File: config.mk
export PLATFORM = sky130hd
export DESIGN_NAME = grc_front
export DESIGN_NICKNAME = d
export VERILOG_FILES = /design/src/rtl/grc_pkg.sv /design/src/rtl/grc_front.sv
export SDC_FILE = /design/constraint.sdc
export NUM_CORES = 1
export LEC_CHECK = 0
export ABC_CLOCK_PERIOD_IN_PS = 4090
export BUFFER_PORTS_ARGS = -buffer_cell sky130_fd_sc_hd__buf_2
export CAP_MARGIN = 30
export CORE_MARGIN = 1.5
export CORE_UTILIZATION = 36
export DETAILED_ROUTE_END_ITERATION = 12
export GPL_TIMING_DRIVEN = 0
export PLACE_DENSITY = 0.83
export SLEW_MARGIN = 25
export SYNTH_ARGS = -nofsm -noshare
export SYNTH_HDL_FRONTEND = slang
export SYNTH_SLANG_ARGS = --single-unit
File: constraint.sdc
create_clock -name vclk -period 4.09
set_input_delay 0.818 -clock vclk [all_inputs]
set_output_delay 0.818 -clock vclk [all_outputs]
set_load 0.01 [all_outputs]
File: src/rtl/grc_pkg.sv
package grc_pkg;

  // datapath widths
  localparam int CRD_W   = 32;  // signed ray coordinates, 7 fraction bits
  localparam int MUL_A_W = 24;
  localparam int MUL_B_W = 32;
  localparam int PROD_W  = 56;
  localparam int DIST_W  = 20;  // magnitude of a hit offset inside the map
  localparam int SQ_W    = 42;  // squared distance
  localparam int RT_W    = 21;  // distance
  localparam int DIV_N   = 33;
  localparam int DIV_D   = 24;
  localparam int TRIG_W  = 18;  // signed Q16 sin/cos
  localparam int ANG_W   = 12;
  localparam int RAY_W   = 6;
  localparam int STEP_W  = 4;
  localparam int ROM_LAST = 450;

  // angle constants in tenths of a degree
  localparam logic [ANG_W-1:0] ANG_TURN    = 12'd3600;
  localparam logic [ANG_W-1:0] ANG_Q1      = 12'd900;
  localparam logic [ANG_W-1:0] ANG_Q2      = 12'd1800;
  localparam logic [ANG_W-1:0] ANG_Q3      = 12'd2700;
  localparam logic [ANG_W-1:0] ANG_HALF_FOV = 12'd300;
  localparam logic [ANG_W-1:0] ANG_RAY_STEP = 12'd60;

  localparam logic [8:0] SCREEN_H   = 9'd320;
  localparam logic [8:0] SCREEN_MID = 9'd160;

  localparam logic OP_WRITE  = 1'b0;
  localparam logic OP_RENDER = 1'b1;

  localparam logic [2:0] TILE_EMPTY = 3'd0;
  localparam logic [2:0] TILE_GREY  = 3'd1;
  localparam logic [2:0] TILE_RED   = 3'd2;
  localparam logic [2:0] TILE_GREEN = 3'd3;
  localparam logic [2:0] TILE_BLUE  = 3'd4;

  typedef struct packed {
    logic             op;
    logic [5:0]       cell_idx;
    logic [2:0]       tile;
    logic [15:0]      px;
    logic [15:0]      py;
    logic [ANG_W-1:0] pa;
    logic [ANG_W-1:0] ra0;
  } cmd_t;

  typedef struct packed {
    logic [3:0] column;
    logic [7:0] top;
    logic [8:0] bottom;
    logic [7:0] red;
    logic [7:0] green;
    logic [7:0] blue;
    logic       vert;
    logic       last;
  } res_t;

  typedef struct packed {
    logic signed [TRIG_W-1:0] s;
    logic signed [TRIG_W-1:0] c;
  } sc_t;

  typedef struct packed {
    logic [1:0] q;
    logic       swap;
    logic [8:0] idx;
  } ang_t;

  // {sin, cos} of one octant, Q16
  typedef logic [33:0] trig_rom_t [0:ROM_LAST];

  function automatic trig_rom_t build_trig();
    trig_rom_t rom;
    longint unsigned x, x2, t, sv, cv, one, pi;
    one = 64'd1 << 30;
    pi  = 64'd3373259426;
    for (int r = 0; r <= ROM_LAST; r++) begin
      x  = (longint'(r) * pi) / 1800;
      x2 = (x * x) >> 30;
      t  = one - x2 / 72;
      t  = one - ((x2 * t) >> 30) / 42;
      t  = one - ((x2 * t) >> 30) / 20;
      t  = one - ((x2 * t) >> 30) / 6;
      sv = (((x * t) >> 30) + 8192) >> 14;
      t  = one - x2 / 90;
      t  = one - ((x2 * t) >> 30) / 56;
      t  = one - ((x2 * t) >> 30) / 30;
      t  = one - ((x2 * t) >> 30) / 12;
      t  = one - ((x2 * t) >> 30) / 2;
      cv = (t + 8192) >> 14;
      rom[r] = {sv[16:0], cv[16:0]};
    end
    return rom;
  endfunction

  // quadrant, octant fold and table index of an angle below a full turn
  function automatic ang_t ang_split(logic [ANG_W-1:0] a);
    ang_t o;
    logic [ANG_W-1:0] r;
    if (a >= ANG_Q3) begin
      o.q = 2'd3;
      r = a - ANG_Q3;
    end else if (a >= ANG_Q2) begin
      o.q = 2'd2;
      r = a - ANG_Q2;
    end else if (a >= ANG_Q1) begin
      o.q = 2'd1;
      r = a - ANG_Q1;
    end else begin
      o.q = 2'd0;
      r = a;
    end
    o.swap = (r > ANG_W'(ROM_LAST));
    o.idx  = o.swap ? 9'(ANG_Q1 - r) : r[8:0];
    return o;
  endfunction

  // unfold a table entry into signed sin and cos
  function automatic sc_t trig_map(logic [1:0] q, logic swap, logic [33:0] e);
    sc_t o;
    logic signed [TRIG_W-1:0] a, b;
    a = swap ? {1'b0, e[16:0]} : {1'b0, e[33:17]};
    b = swap ? {1'b0, e[33:17]} : {1'b0, e[16:0]};
    unique case (q)
      2'd0: begin o.s = a;  o.c = b;  end
      2'd1: begin o.s = b;  o.c = -a; end
      2'd2: begin o.s = -a; o.c = -b; end
      default: begin o.s = -b; o.c = a; end
    endcase
    return o;
  endfunction

  // divide a Q16 product by 65536, truncating toward zero
  function automatic logic signed [CRD_W-1:0] tdiv16(logic signed [PROD_W-1:0] p);
    logic signed [PROD_W-1:0] adj;
    adj = p + (p[PROD_W-1] ? PROD_W'(65535) : PROD_W'(0));
    return CRD_W'(adj >>> 16);
  endfunction

  // shaded wall colour {red, green, blue}
  function automatic logic [23:0] shade(logic [2:0] tile, logic vert);
    logic [7:0] g, p;
    g = vert ? 8'd150 : 8'd50;
    p = vert ? 8'd250 : 8'd150;
    unique case (tile)
      TILE_GREY:  return {g, g, g};
      TILE_RED:   return {p, 8'd0, 8'd0};
      TILE_GREEN: return {8'd0, p, 8'd0};
      TILE_BLUE:  return {8'd0, 8'd0, p};
      default:    return {8'd200, 8'd0, 8'd200};
    endcase
  endfunction

endpackage

File: src/rtl/grc_front.sv
module grc_front #(
  parameter int CELLS = 64
) (
  input  logic          in_push,
  output logic          in_full,
  input  logic          in_opcode,
  input  logic [5:0]    in_cell_index,
  input  logic [2:0]    in_tile_code,
  input  logic [15:0]   in_player_x,
  input  logic [15:0]   in_player_y,
  input  logic [11:0]   in_player_angle,
  input  logic          q_full,
  output logic          q_push,
  output grc_pkg::cmd_t q_data
);

  logic [grc_pkg::ANG_W-1:0] pa;
  logic                      keep;

  // angle taken modulo a full turn, first ray angle
  assign pa = (in_player_angle >= grc_pkg::ANG_TURN) ?
              in_player_angle - grc_pkg::ANG_TURN : in_player_angle;

  always_comb begin
    q_data.op       = in_opcode;
    q_data.cell_idx = in_cell_index;
    q_data.tile     = in_tile_code;
    q_data.px       = in_player_x;
    q_data.py       = in_player_y;
    q_data.pa       = pa;
    q_data.ra0      = (pa >= grc_pkg::ANG_HALF_FOV) ? pa - grc_pkg::ANG_HALF_FOV :
                      pa + (grc_pkg::ANG_TURN - grc_pkg::ANG_HALF_FOV);
  end

  // writes outside the map are dropped here
  assign keep    = (in_opcode == grc_pkg::OP_RENDER) || (32'(in_cell_index) < 32'(CELLS));
  assign in_full = q_full;
  assign q_push  = in_push && !q_full && keep;

endmodule

==> results.py <==
metrics = {
    "routing": {
        "vias": 1268,
        "routed_wl_mm": 2.67,
        "wl_per_cell_microns": 10.1,
        "drc": 0,
        "firstDrtPassIters": 4,
        "first_iter_violations": 19,
        "vias_per_cell": 4.78,
        "ant_nets": 0,
    },
    "cells_and_area": {
        "antenna_cells": 0,
        "layout-drive-gt1-share": 0.651,
        "seq_cells": 0,
        "multi_input_area_sq_um": 692,
        "fin_area_sq_um": 1590,
        "area_growth_pct": 41.2,
        "nClkBuffers": 0,
        "fin_cells": 265,
        "n_fill_cell": 313,
        "fin_nets": 294,
        "seq_area_sq_um": 0,
    },
    "yosys": {
        "ys_warn_count": 0,
        "synthCells": 150,
        "syn_area_sq_um": 1120,
        "synth_area_per_cell_sq_um": 7.48,
        "synth_top_family_by_area": "buffers and inverters",
        "synth-simple-area-share": 0.176,
        "synthMuxAreaShare": 0.0334,
        "yosysTopAreaCell": "buf_4",
        "synthAdderAreaFrac": 0.0446,
        "yosys-top-cells-area": "buf_4, ha_1, inv_1",
        "synth_top_cell_area_share": 0.328,
        "ys_seq_area_frac": 0,
        "synth-compound-area-share": 0.293,
        "synthesis.nets": 210,
        "synth_xor_area_frac": 0.0613,
        "netlist-cell-type-count": 50,
    },
    "sta": {
        "maxSlewViolCount": 0,
        "setup_viol": 0,
        "rsz0062_at_grt": "false",
        "fin_crit_sh": 0.954,
        "final_hold_viol_count": 0,
        "fmax_ghz": 0.256,
        "slew_headroom": 0.664,
        "tightest_slew_ns": 0.499,
        "min_period_ns": 3.90,
        "tns_ns": 0,
    },
    "pwr": {
        "power.total_w": 0.000194,
        "cellPowerDensity_nw_per_um2": 122,
        "ir_drop_uv": 52.1,
        "p_leak_nw": 0.854,
    },
    "global_route": {
        "antenna_found_initial": 0,
        "grt_start_max_net_pins": 11,
        "grt.total_usage": 0.141,
        "grt_pass1_vias": 996,
        "grt_pass1_wl_mm": 4.09,
        "grt_overflow": 0,
    },
    "floorplanning": {
        "rows": 20,
        "start_util": 0.374,
        "dieWidth_microns": 58.8,
        "io_pins": 124,
        "die_h_microns": 58.8,
        "die_area_sq_um": 3460,
        "coreArea_sq_um": 3000,
    },
    "worst_setup_path": {
        "cp_data_arrival_time_ns": 3.09,
        "required_ns": 3.27,
        "critPathMaxFanout": 10,
        "worstSetupStartpointType": "primary input",
        "endpoint_kind": "output port",
        "path_class": "primary input to output port",
    },
    "hold_path": {
        "min_path_type": "primary input to output port",
    },
    "job": {
        "drv_cap": 0,
    },
    "cts": {
        "postCtsHoldBufs": 0,
    },
    "place": {
        "io_buffers": 81,
        "placed_cells": 264,
        "gp_congestion": 0.918,
        "hpwl_mm": 2.38,
        "placed_cell_area_sq_um": 1570,
    },
    "status": {
        "outcome": "finished, final reports clean",
    },
}
-- per-stage QoR --
stage                     hold slack (ns)  worst slack (ns)   util
after global routing                 1.82            0.0395  0.528
after floorplan                      1.68             0.521      -
after global placement               1.82             0.125  0.523
after detailed placement             1.82            0.0939  0.523
final                                1.82             0.186  0.528
after CTS                            1.82            0.0831  0.523
-- placed cells by master (no fill, tap or decap), types with 2 or more instances in the layout --
cell type,netlist,routed
nor2b_1,2,2
ha_1,4,3
nor3_1,3,3
o21ai_0,4,4
a211oi_1,3,3
nor2_1,8,8
a21oi_1,7,7
xor2_1,2,2
xnor2_1,4,4
nand3_1,6,6
a311oi_1,2,2
inv_1,11,11
nand2_1,6,6
o21ai_1,2,2
buf_4,49,50
buf_2,2,83
-- what timing repair did --
item,CTS,global route
setup buffers,0,1
setup endpoints to repair,0,5
resized for setup,0,2
-- critical path: stages --
cell,delay [ns]
buf_2,0.10
buf_2,0.18
inv_1,0.08
ha_2,0.24
nor4b_4,0.33
a21oi_2,0.16
mux2_4,0.39
clkinv_8,0.09
a31oi_4,0.13
a2111oi_4,0.35
a311oi_2,0.06
buf_2,0.16
-- report_power, final --
group	switching [W]	leakage [nW]	internal (W)
logic	0.0000973	0.854	0.0000963
registers	0	0	0
clock network	0	0	0
total	0.0000973	0.854	0.0000963
-- cell usage after synthesis (2+ instances only) --
| library cell | n |
|---|---|
| a221oi_1 | 2 |
| a311oi_1 | 2 |
| buf_2 | 2 |
| nand3_1 | 6 |
| nand2_1 | 6 |
| nor2b_1 | 2 |
| xnor2_1 | 4 |
| buf_4 | 49 |
| a211oi_1 | 3 |
| inv_1 | 11 |
| o21ai_0 | 4 |
| ha_1 | 4 |
| o21ai_1 | 2 |
| nor2_1 | 8 |
| nor3_1 | 3 |
| a21oi_1 | 7 |
| xor2_1 | 2 |
-- cell families (layout without fill, tap and decap cells) --
| logic type | Yosys count | count (layout) |
|---|---|---|
| adder cells (fa/ha/maj) | 4 | 4 |
| AO/OA/AOI/OAI | 38 | 38 |
| buffers and inverters | 64 | 146 |
| XOR/XNOR | 7 | 7 |
| AND/OR/NAND/NOR | 35 | 35 |
| multiplexers | 2 | 2 |
-- final cells by class --
type | instances | share of cell area
inverters | 13 | 0.0387
well taps | 33 | 0.0260
plain buffers | 51 | 0.238
multi-input cells | 86 | 0.436
repair buffers | 82 | 0.260
-- layer usage --
metal | global-route usage | share of wire | up-vias
met5 | 0 | 0 | -
met4 | 0.00649 | 0 | 0
met3 | 0.00659 | 0.12 | 0
met2 | 0.263 | 0.47 | 93
met1 | 0.185 | 0.41 | 525
li1 | - | - | 650
-- path summary, 6_finish.rpt --
path | start | end | slack, ns | cells after the start
setup / recovery | in_player_angle[4] | q_data[11] | 0.19 | 12
hold / removal | in_cell_index[4] | q_data[63] | 1.82 | 2
Power figures use the tool's default switching activity.
