===== src/rtl/grc_fifo.sv =====
module grc_fifo #(
  parameter int WIDTH = 8,
  parameter int DEPTH = 2
) (
  input  logic             clk,
  input  logic             rst_n,
  input  logic             push,
  input  logic [WIDTH-1:0] din,
  output logic             full,
  input  logic             pop,
  output logic [WIDTH-1:0] dout,
  output logic             empty
);

  localparam int PW = (DEPTH > 1) ? $clog2(DEPTH) : 1;

  logic [WIDTH-1:0] mem_r [DEPTH];
  logic [PW-1:0]    wp_r, rp_r;
  logic [PW:0]      cnt_r;
  logic             do_push, do_pop;

  assign full    = (cnt_r == (PW+1)'(DEPTH));
  assign empty   = (cnt_r == '0);
  assign do_push = push && !full;
  assign do_pop  = pop && !empty;
  assign dout    = mem_r[rp_r];

  // pointers and fill count
  always_ff @(posedge clk) begin
    if (!rst_n) begin
      wp_r  <= '0;
      rp_r  <= '0;
      cnt_r <= '0;
    end else begin
      if (do_push) wp_r <= (wp_r == PW'(DEPTH-1)) ? '0 : wp_r + 1'b1;
      if (do_pop)  rp_r <= (rp_r == PW'(DEPTH-1)) ? '0 : rp_r + 1'b1;
      cnt_r <= cnt_r + (PW+1)'(do_push) - (PW+1)'(do_pop);
    end
  end

  // storage
  always_ff @(posedge clk) begin
    if (do_push) mem_r[wp_r] <= din;
  end

endmodule


===== config.mk =====
export PLATFORM = sky130hd
export DESIGN_NAME = grc_fifo
export DESIGN_NICKNAME = d
export VERILOG_FILES = /design/src/rtl/grc_fifo.sv
export SDC_FILE = /design/constraint.sdc
export NUM_CORES = 1
export LEC_CHECK = 0
export BUFFER_PORTS_ARGS = -buffer_cell sky130_fd_sc_hd__buf_4
export CORE_MARGIN = 2
export CORE_UTILIZATION = 49
export CTS_CLUSTER_SIZE = 30
export DETAILED_ROUTE_END_ITERATION = 8
export HOLD_SLACK_MARGIN = 0.06
export PLACE_DENSITY = 0.75
export SLEW_MARGIN = 20
export SYNTH_ARGS = -nofsm -noshare
export SYNTH_HDL_FRONTEND = slang
export SYNTH_SLANG_ARGS = --single-unit

===== constraint.sdc =====
create_clock -name clk -period 1.9 [get_ports clk]
set_input_delay 0 -clock clk [delete_from_list [all_inputs] [get_ports clk]]
set_output_delay 0 -clock clk [all_outputs]
set_load 0.03 [all_outputs]

==> flow_summary.yaml, run 1 <==
run_status:
  status: "finished, final reports clean"
floorplanning:
  dieWidth_microns: 44.7
  pin_count: 22
  std_cell_rows: 14
  core_area_sq_um: 1520
  fp.dieH_microns: 44.7
  start_util: 0.533
  die-area_sq_um: 2000
drt:
  ant_nets: 0
  drt_wl_total_microns: 1290
  wl_per_cell_microns: 12.5
  viasPerCell: 4.81
  route.vias.total: 495
  firstDrtPassIters: 4
  drc: 0
  drt_iter0_markers: 6
clock_network:
  clk_latency_ps: 300
  clkTransAtPathRegs_ps: 110
  numCtsBuffers: 3
  h-tree-depth: 1
  clockRootBuffer: "clkbuf_4"
  clock-sinks: 21
  cts_tree: "done"
  clk_path_buf_depth: 2
  cts_resized: 0
finish:
  layout_common_cells: "22 x buf_4, 16 x edfxtp_1, 10 x dlygate4sd3_1, 8 x mux2_2"
  nets: 102
  syn_to_final_growth_pct: 37.9
  drive_gt1_frac: 0.414
  n_antenna_cell: 0
  fin_cells: 103
  final_common_cell: "buf_4"
global_route:
  grt_pass1_wl_microns: 1880
  grt.total_usage: 0.139
  grtUsageMet2: 0.255
  grt_pass1_vias: 468
  use_met3: 0.0360
  overflow: 0
  grt.met1_usage: 0.144
  grt_start_max_net_pins: 13
  antenna_found_initial: 0
  busiest_layer: "met2"
power:
  p_leak_uw: 0.000473
  vdd_drop_max_mv: 0.773
  powerDensity_nw_per_um2: 1300
hold_path:
  min_path_type: "in2reg"
place:
  dp.cells: 89
  place_congestion: 0.698
  portBuffers: 21
  hpwlAfterDp_microns: 829
critical_path:
  crit_arrival_ps: 1880
  cp_max_fo: 4
  cpPeakStageDelay_ps: 380
  startpoint_type: "flip-flop"
  slowest_stage: "dfxtp_1"
  cp.required_ps: 2120
  worstSetupPathType: "reg2reg"
  end_kind: "flip-flop"
  worstPathCellList: "nand2b_1 -> nand2_1 -> ha_1 -> inv_1 -> ha_1 -> xor2_1 -> and2_2 -> nor3_1"
  cpMostUsedCell: "ha_1"
timing:
  grt_setup_unrepaired: "false"
  fmax_ghz: 0.602
  finalHoldViolCount: 0
  tns_ps: 0
  period_share: 0.874
  slew_violations: 0
  maxSlewHeadroom: 0.730
  fin_skew_ps: 8.16
  finalCriticalPeriod_ps: 1660
  final-setup-viol-count: 0
  worstMarginPinSlew_ps: 405
synthesis:
  synth-seq-area-share: 0.715
  ys_ff_latch: 21
  syn_avg_cell_area_sq_um: 15.6
  yosysUniqueCellTypes: 17
  synth_nets: 66
  ys_warn_count: 0
  netlist_instances: 52
  synth_area_sq_um: 812
job:
  maxCapViolCount: 0
kinds of logic after synthesis:
kind of cell | synth area share
compound gates | 0.0108
simple gates | 0.0786
xor+xnor | 0.0216
buf+inv | 0.0200
mux | 0.123
fa+ha+maj | 0.0308
flops | 0.715
flip-flops by register name, indices dropped and copies added, names as in the netlist, named ones only:
| name | flops |
|---|---|
| mem_r | 16 |
| cnt_r | 2 |
| rp_r | 1 |
| wp_r | 1 |
final timing paths:
path / from / to / slack [ps] / depth (start not counted)
max: cnt_r[0] / cnt_r[1] / 240 / 8
min: pop / rp_r / 100 / 4
max reg2reg: cnt_r[0] / cnt_r[1] / 240 / 8
min reg2reg: wp_r / wp_r / 510 / 2
routing by layer:
layer / share of wire / up-vias
met5: 0 / -
met4: 0.0070 / 0
met3: 0.043 / 2
met2: 0.54 / 13
met1: 0.41 / 226
li1: - / 254
power by group:
part,switching [uW],internal (uW)
clock,128,78.3
combinational,322,269
sequential,60.8,599
metrics by stage:
| stage | setup slack [ps] | power [uW] | instance area (sq um) | util | hold WS, ps |
|---|---|---|---|---|---|
| final | 239 | 1460 | 1120 | 0.735 | 102 |
| after global routing | 107 | 1540 | 1120 | 0.735 | 107 |
| after CTS | 220 | 1470 | 1120 | 0.735 | 93.0 |
| after detailed placement | 230 | 1250 | 992 | 0.651 | 188 |
| after global placement | 295 | 1240 | 992 | 0.651 | 185 |
| after floorplan | 360 | 1060 | 812 | - | 98.9 |
worst max-delay path, delay by kind of cell (launching register included):
kind / cells / cell delay [ps]
simple gates: 4 / 570
buf+inv: 1 / 40
flops: 1 / 380
xor+xnor: 1 / 140
fa+ha+maj: 2 / 450
cells in the mapped netlist:
library cell	n	area [sq um]
dfxtp_1	5	100
and3_1	1	6.26
nand2_1	2	7.51
inv_1	3	11.3
mux2_2	8	90.1
buf_2	1	5.00
mux2i_1	1	10.0
nor2_1	5	18.8
and2_1	1	6.26
xnor2_1	1	8.76
o21a_2	1	8.76
and2_2	1	7.51
xor2_1	1	8.76
nand2b_1	2	12.5
ha_1	2	25.0
edfxtp_1	16	480
nor3_1	1	5.00
cell type report:
class / count / area, sq um
multi-input cells: 27 / 215
repair buffers: 32 / 265
well taps: 16 / 20.0
fillers: 100 / 404
clock inverters: 1 / 5.00
clock buffers: 3 / 22.5
inverters: 3 / 11.3
flip-flops and latches: 21 / 581
repair_timing:
action                                  CTS  global route
endpoints found under the setup margin    0             0
hold buffers                             10             0
hold endpoints to repair                 21             0
setup buffers                             0             0
(Power assumes the default switching activity.)
==> run 2, diff against run 1 <==
--- a/config.mk
+++ b/config.mk
@@ -6,6 +6,7 @@
 export NUM_CORES = 1
 export LEC_CHECK = 0
 export BUFFER_PORTS_ARGS = -buffer_cell sky130_fd_sc_hd__buf_4
+export CORE_ASPECT_RATIO = 1.25
 export CORE_MARGIN = 2
 export CORE_UTILIZATION = 49
 export CTS_CLUSTER_SIZE = 30
==> run 2 against run 1 <==
Effect of this change: register-to-register slack worse by 50 ps; fmax decreased by 2.6%; largest power group unchanged; clock power up 3%; sequential cell count unchanged; sequential share of layout area shrank 0.12 points; total power is 1.4% higher; final cell count grew 1.9%; cell area is 0.22% higher; wire length up 9.5%; critical path type unchanged; setup slack lost 45 ps; core utilization down 1.6 points.
==> flow_summary.yaml, run 2 (synthesis gave the netlist of run 1 again) <==
run_status:
  status: "finished, final reports clean"
global_route:
  antenna_found_initial: 0
  grt_pass1_vias: 532
  overflow: 0
  grt_start_max_net_pins: 13
  grt_pass1_wl_microns: 2090
  grt.total_usage: 0.164
finish:
  layout_common_cells: "22 x buf_4, 16 x edfxtp_1, 10 x dlygate4sd3_1, 8 x mux2_2"
  final_common_cell: "buf_4"
  n_antenna_cell: 0
  largest_reg_flops: 16
  largestRegisters: "mem_r (16), cnt_r (2)"
  fin_util: 0.719
  syn_to_final_growth_pct: 38.2
  nets: 102
  drive_gt1_frac: 0.414
  top_register: "mem_r"
  fin_cells: 105
timing:
  hold_slack_ps: 103
  maxSlewHeadroom: 0.742
  grt_setup_unrepaired: "false"
  tns_ps: 0
  finalCriticalPeriod_ps: 1710
  worstMarginPinSlew_ps: 388
  timing.final.ws_setup_ps: 194
  final-setup-viol-count: 0
  fin_skew_ps: 1.21
  finalHoldViolCount: 0
  fmax_ghz: 0.586
  period_share: 0.898
  slew_violations: 0
floorplanning:
  dieWidth_microns: 40.4
  core_area_sq_um: 1560
  start_util: 0.520
  std_cell_rows: 16
  die-area_sq_um: 2000
  fp.dieH_microns: 49.5
  pin_count: 22
critical_path:
  slowest_stage: "dfxtp_1"
  cpLargestDelayFamily: "simple AND/OR/NAND/NOR gates"
  end_kind: "flip-flop"
  worstPathCellList: "nand2b_1 -> nand2_1 -> ha_1 -> inv_1 -> ha_1 -> xor2_1 -> and2_2 -> nor3_1"
  cp_num_buf_inv: 1
  rr_worst_depth: 8
  cp_max_fo: 4
  cp_num_cells: 8
  crit_arrival_ps: 1940
  cp.required_ps: 2140
  startpoint_type: "flip-flop"
  cpMostUsedCell: "ha_1"
  cpPeakStageDelay_ps: 390
  r2r_slack_ps: 190
  worstSetupPathType: "reg2reg"
clock_network:
  cts_tree: "done"
  post_cts_buffers: 0
  clockRootBuffer: "clkbuf_4"
  clkTransAtPathRegs_ps: 110
  numCtsBuffers: 3
  clock-sinks: 21
  clk_path_buf_depth: 2
  clk_latency_ps: 310
  h-tree-depth: 1
job:
  maxCapViolCount: 0
power:
  vdd_drop_max_mv: 0.776
  powerDensity_nw_per_um2: 1320
  p_leak_uw: 0.000473
drt:
  maxUsedRoutingLayer: "met4"
  met3_length_microns: 60
  firstDrtPassIters: 2
  drc: 0
  route.met2.wl_microns: 781
  ant_nets: 0
  route.vias.total: 511
  drt_iter0_markers: 1
  drt-met1-wl_microns: 528
  drt_wl_total_microns: 1410
  wl_per_cell_microns: 13.5
  viasPerCell: 4.87
place:
  portBuffers: 21
  hpwlAfterDp_microns: 1030
  place_ws_ps: 216
  dp.cells: 91
  place_congestion: 0.625
hold_path:
  holdPathStages: 4
  min_path_type: "in2reg"
[run 2: where the power goes]
part,switching [uW],internal (uW)
clock network,134,78.8
logic,330,271
registers,65.9,600
total,529,949
[run 2: worst reg2reg max path: stages, from the launching register on]
cell and delay (ps):
dfxtp_1 390, nand2b_1 150, nand2_1 110, ha_1 290
inv_1 50, ha_1 180, xor2_1 150, and2_2 190
nor3_1 130
[run 2: layout make-up]
cell class | count | area, sq um
Clock buffer | 3 | 22.5
Inverter | 3 | 11.3
Clock inverter | 1 | 5.00
Fill cell | 104 | 439
Multi-Input combinational cell | 27 | 215
Tap cell | 18 | 22.5
Timing Repair Buffer | 32 | 265
Sequential cell | 21 | 581
[run 2: through the flow]
stage / total power [uW] / area [sq um]
3_3_place_gp: 1240 / 995
6_report: 1480 / 1120
2_1_floorplan: 1060 / 812
5_1_grt: 1550 / 1120
4_1_cts: 1500 / 1120
3_5_place_dp: 1270 / 995
[run 2: path summary, 6_finish.rpt]
| check | start | endpoint |
|---|---|---|
| worst max-delay path | cnt_r[0] | cnt_r[1] |
| worst max register to register | cnt_r[0] | cnt_r[1] |
| worst min-delay path | pop | rp_r |
| worst min register to register | wp_r | wp_r |
[run 2: per-layer routing]
layer	up-vias	track usage
met3	5	0.0270
met1	238	0.158
met4	0	0.117
li1	253	-
met5	-	0
met2	15	0.286
[run 2: what timing repair did]
item / CTS / global route
endpoints found under the hold margin: 21 / 0
endpoints found under the setup margin: 0 / 0
hold buffers: 10 / 0
resized for setup: 0 / 0
==> run 3, diff against run 2 <==
--- a/config.mk
+++ b/config.mk
@@ -6,13 +6,12 @@
 export NUM_CORES = 1
 export LEC_CHECK = 0
 export BUFFER_PORTS_ARGS = -buffer_cell sky130_fd_sc_hd__buf_4
-export CORE_ASPECT_RATIO = 1.25
 export CORE_MARGIN = 2
-export CORE_UTILIZATION = 49
+export CORE_UTILIZATION = 52
 export CTS_CLUSTER_SIZE = 30
 export DETAILED_ROUTE_END_ITERATION = 8
 export HOLD_SLACK_MARGIN = 0.06
-export PLACE_DENSITY = 0.75
+export PLACE_DENSITY = 0.83
 export SLEW_MARGIN = 20
 export SYNTH_ARGS = -nofsm -noshare
 export SYNTH_HDL_FRONTEND = slang
==> constraint.sdc (replaced) <==
create_clock -name clk -period 1.98 [get_ports clk]
set_input_delay 0 -clock clk [delete_from_list [all_inputs] [get_ports clk]]
set_output_delay 0 -clock clk [all_outputs]
set_load 0.03 [all_outputs]
==> run 3 against run 2 <==
Effect of this change: cell area grew 0.45%; sequential share of layout area shrank 0.23 points; via count is 0.39% higher; critical path depth stayed put; global-route usage rose by 1.0 points.
==> flow_summary.yaml, run 3 (synthesis gave the netlist of run 1 again) <==
finish:
  final_common_cell: "buf_4"
  nets: 103
  largestRegisters: "mem_r (16), cnt_r (2)"
  n_antenna_cell: 0
  fin_cells: 104
  largest_reg_flops: 16
  drive_gt1_frac: 0.420
  fillers: 104
  syn_to_final_growth_pct: 38.8
  layout_common_cells: "23 x buf_4, 16 x edfxtp_1, 10 x dlygate4sd3_1, 8 x mux2_2"
  top_register: "mem_r"
critical_path:
  cp_max_fo: 4
  slowest_stage: "dfxtp_1"
  rr_worst_depth: 8
  cpLargestDelayFamily: "simple AND/OR/NAND/NOR gates"
  crit_arrival_ps: 1900
  startpoint_type: "flip-flop"
  cp_num_buf_inv: 1
  cpMostUsedCell: "ha_1"
  cpPeakStageDelay_ps: 390
  r2r_slack_ps: 300
  cp.required_ps: 2200
  worstSetupPathType: "reg2reg"
  r2r-start: "cnt_r[0]"
  end_kind: "flip-flop"
  worstPathCellList: "nand2b_1 -> nand2_1 -> ha_1 -> inv_1 -> ha_1 -> xor2_1 -> and2_2 -> nor3_1"
  worstReg2RegEnd: "cnt_r[1]"
floorplanning:
  core_area_sq_um: 1490
  dieWidth_microns: 43.5
  std_cell_rows: 14
  die-area_sq_um: 1890
  fp.dieH_microns: 43.5
  start_util: 0.545
  pin_count: 22
clock_network:
  clockRootBuffer: "clkbuf_4"
  clock-sinks: 21
  clkTransAtPathRegs_ps: 110
  numCtsBuffers: 3
  cts_tree: "done"
  post_cts_buffers: 0
  clk_path_buf_depth: 2
  cts_resized: 0
  clk_latency_ps: 290
  h-tree-depth: 1
timing:
  hold_slack_ps: 105
  maxSlewHeadroom: 0.737
  fmax_ghz: 0.595
  worstMarginPinSlew_ps: 395
  finalHoldViolCount: 0
  timing.final.ws_setup_ps: 300
  final-setup-viol-count: 0
  period_share: 0.849
  grt_setup_unrepaired: "false"
  fin_skew_ps: 0.677
  finalCriticalPeriod_ps: 1680
  slew_violations: 0
  tns_ps: 0
drt:
  firstDrtPassIters: 3
  viasPerCell: 4.93
  route.vias.total: 513
  ant_nets: 0
  drt_wl_total_microns: 1360
  drc: 0
  wl_per_cell_microns: 13.1
  drt_iter0_markers: 6
place:
  hpwlAfterDp_microns: 957
  dp.cells: 90
  place_congestion: 0.723
  portBuffers: 21
  place_ws_ps: 311
power:
  powerDensity_nw_per_um2: 1260
  vdd_drop_max_mv: 0.719
  p_leak_uw: 0.000478
run_status:
  status: "finished, final reports clean"
global_route:
  grt.total_usage: 0.175
  antenna_found_initial: 0
  overflow: 0
  grt_pass1_wl_microns: 2380
  grt_start_max_net_pins: 13
  grt_pass1_vias: 588
hold_path:
  holdCritStartpoint: "pop"
  holdPathStages: 4
  min_path_type: "in2reg"
job:
  maxCapViolCount: 0
## run 3: changes by cell type in the layout (fill, tap and decap cells not counted)
cell,before,now
buf_4,22,23
## run 3: worst max-delay path by stage
stage,startpoint,to,slack (ps),depth (start not counted)
2_1_floorplan,cnt_r[0],cnt_r[1],440,8
3_3_place_gp,cnt_r[0],cnt_r[1],410,8
3_5_place_dp,cnt_r[0],cnt_r[1],310,8
4_1_cts,cnt_r[0],cnt_r[1],300,8
5_1_grt,cnt_r[0],cnt_r[1],90,8
6_report,cnt_r[0],cnt_r[1],300,8
## run 3: worst register-to-register path: stages (launching register included)
cell	delay [ps]
dfxtp_1	390
nand2b_1	160
nand2_1	110
ha_1	290
inv_1	40
ha_1	180
xor2_1	150
and2_2	190
nor3_1	120
## run 3: final cells by class
| type | instances | area (sq um) | area share |
|---|---|---|---|
| Sequential cell | 21 | 581 | 0.515 |
| Timing Repair Buffer | 33 | 273 | 0.242 |
| Multi-Input combinational cell | 27 | 215 | 0.191 |
| Clock buffer | 3 | 22.5 | 0.0200 |
| Tap cell | 16 | 20.0 | 0.0178 |
| Inverter | 3 | 11.3 | 0.00999 |
| Clock inverter | 1 | 5.00 | 0.00444 |
## run 3: per-stage QoR
stage | util | total power [uW] | instance area [sq um]
floorplan | - | 1020 | 812
finish | 0.757 | 1420 | 1130
global placement | 0.671 | 1200 | 1000
CTS | 0.757 | 1420 | 1130
detailed placement | 0.671 | 1220 | 1000
global route | 0.757 | 1510 | 1130
## run 3: layer usage
| metal | vias to the layer above | track usage | routed length [microns] |
|---|---|---|---|
| li1 | 257 | - | - |
| met1 | 246 | 0.179 | 536 |
| met2 | 10 | 0.355 | 780 |
| met3 | 0 | 0.0250 | 44 |
| met4 | 0 | 0.0545 | 0 |
| met5 | - | 0 | 0 |
## run 3: power breakdown
group          total [uW]  switching [uW]  internal (uW)
Combinational         583             316            267
Clock                 197             122           75.0
Sequential            639            63.6            575
## run 3: timing repair
| action | CTS | global route |
|---|---|---|
| hold buffers | 10 | 0 |
| endpoints found under the setup margin | 0 | 0 |
| endpoints found under the hold margin | 21 | 0 |
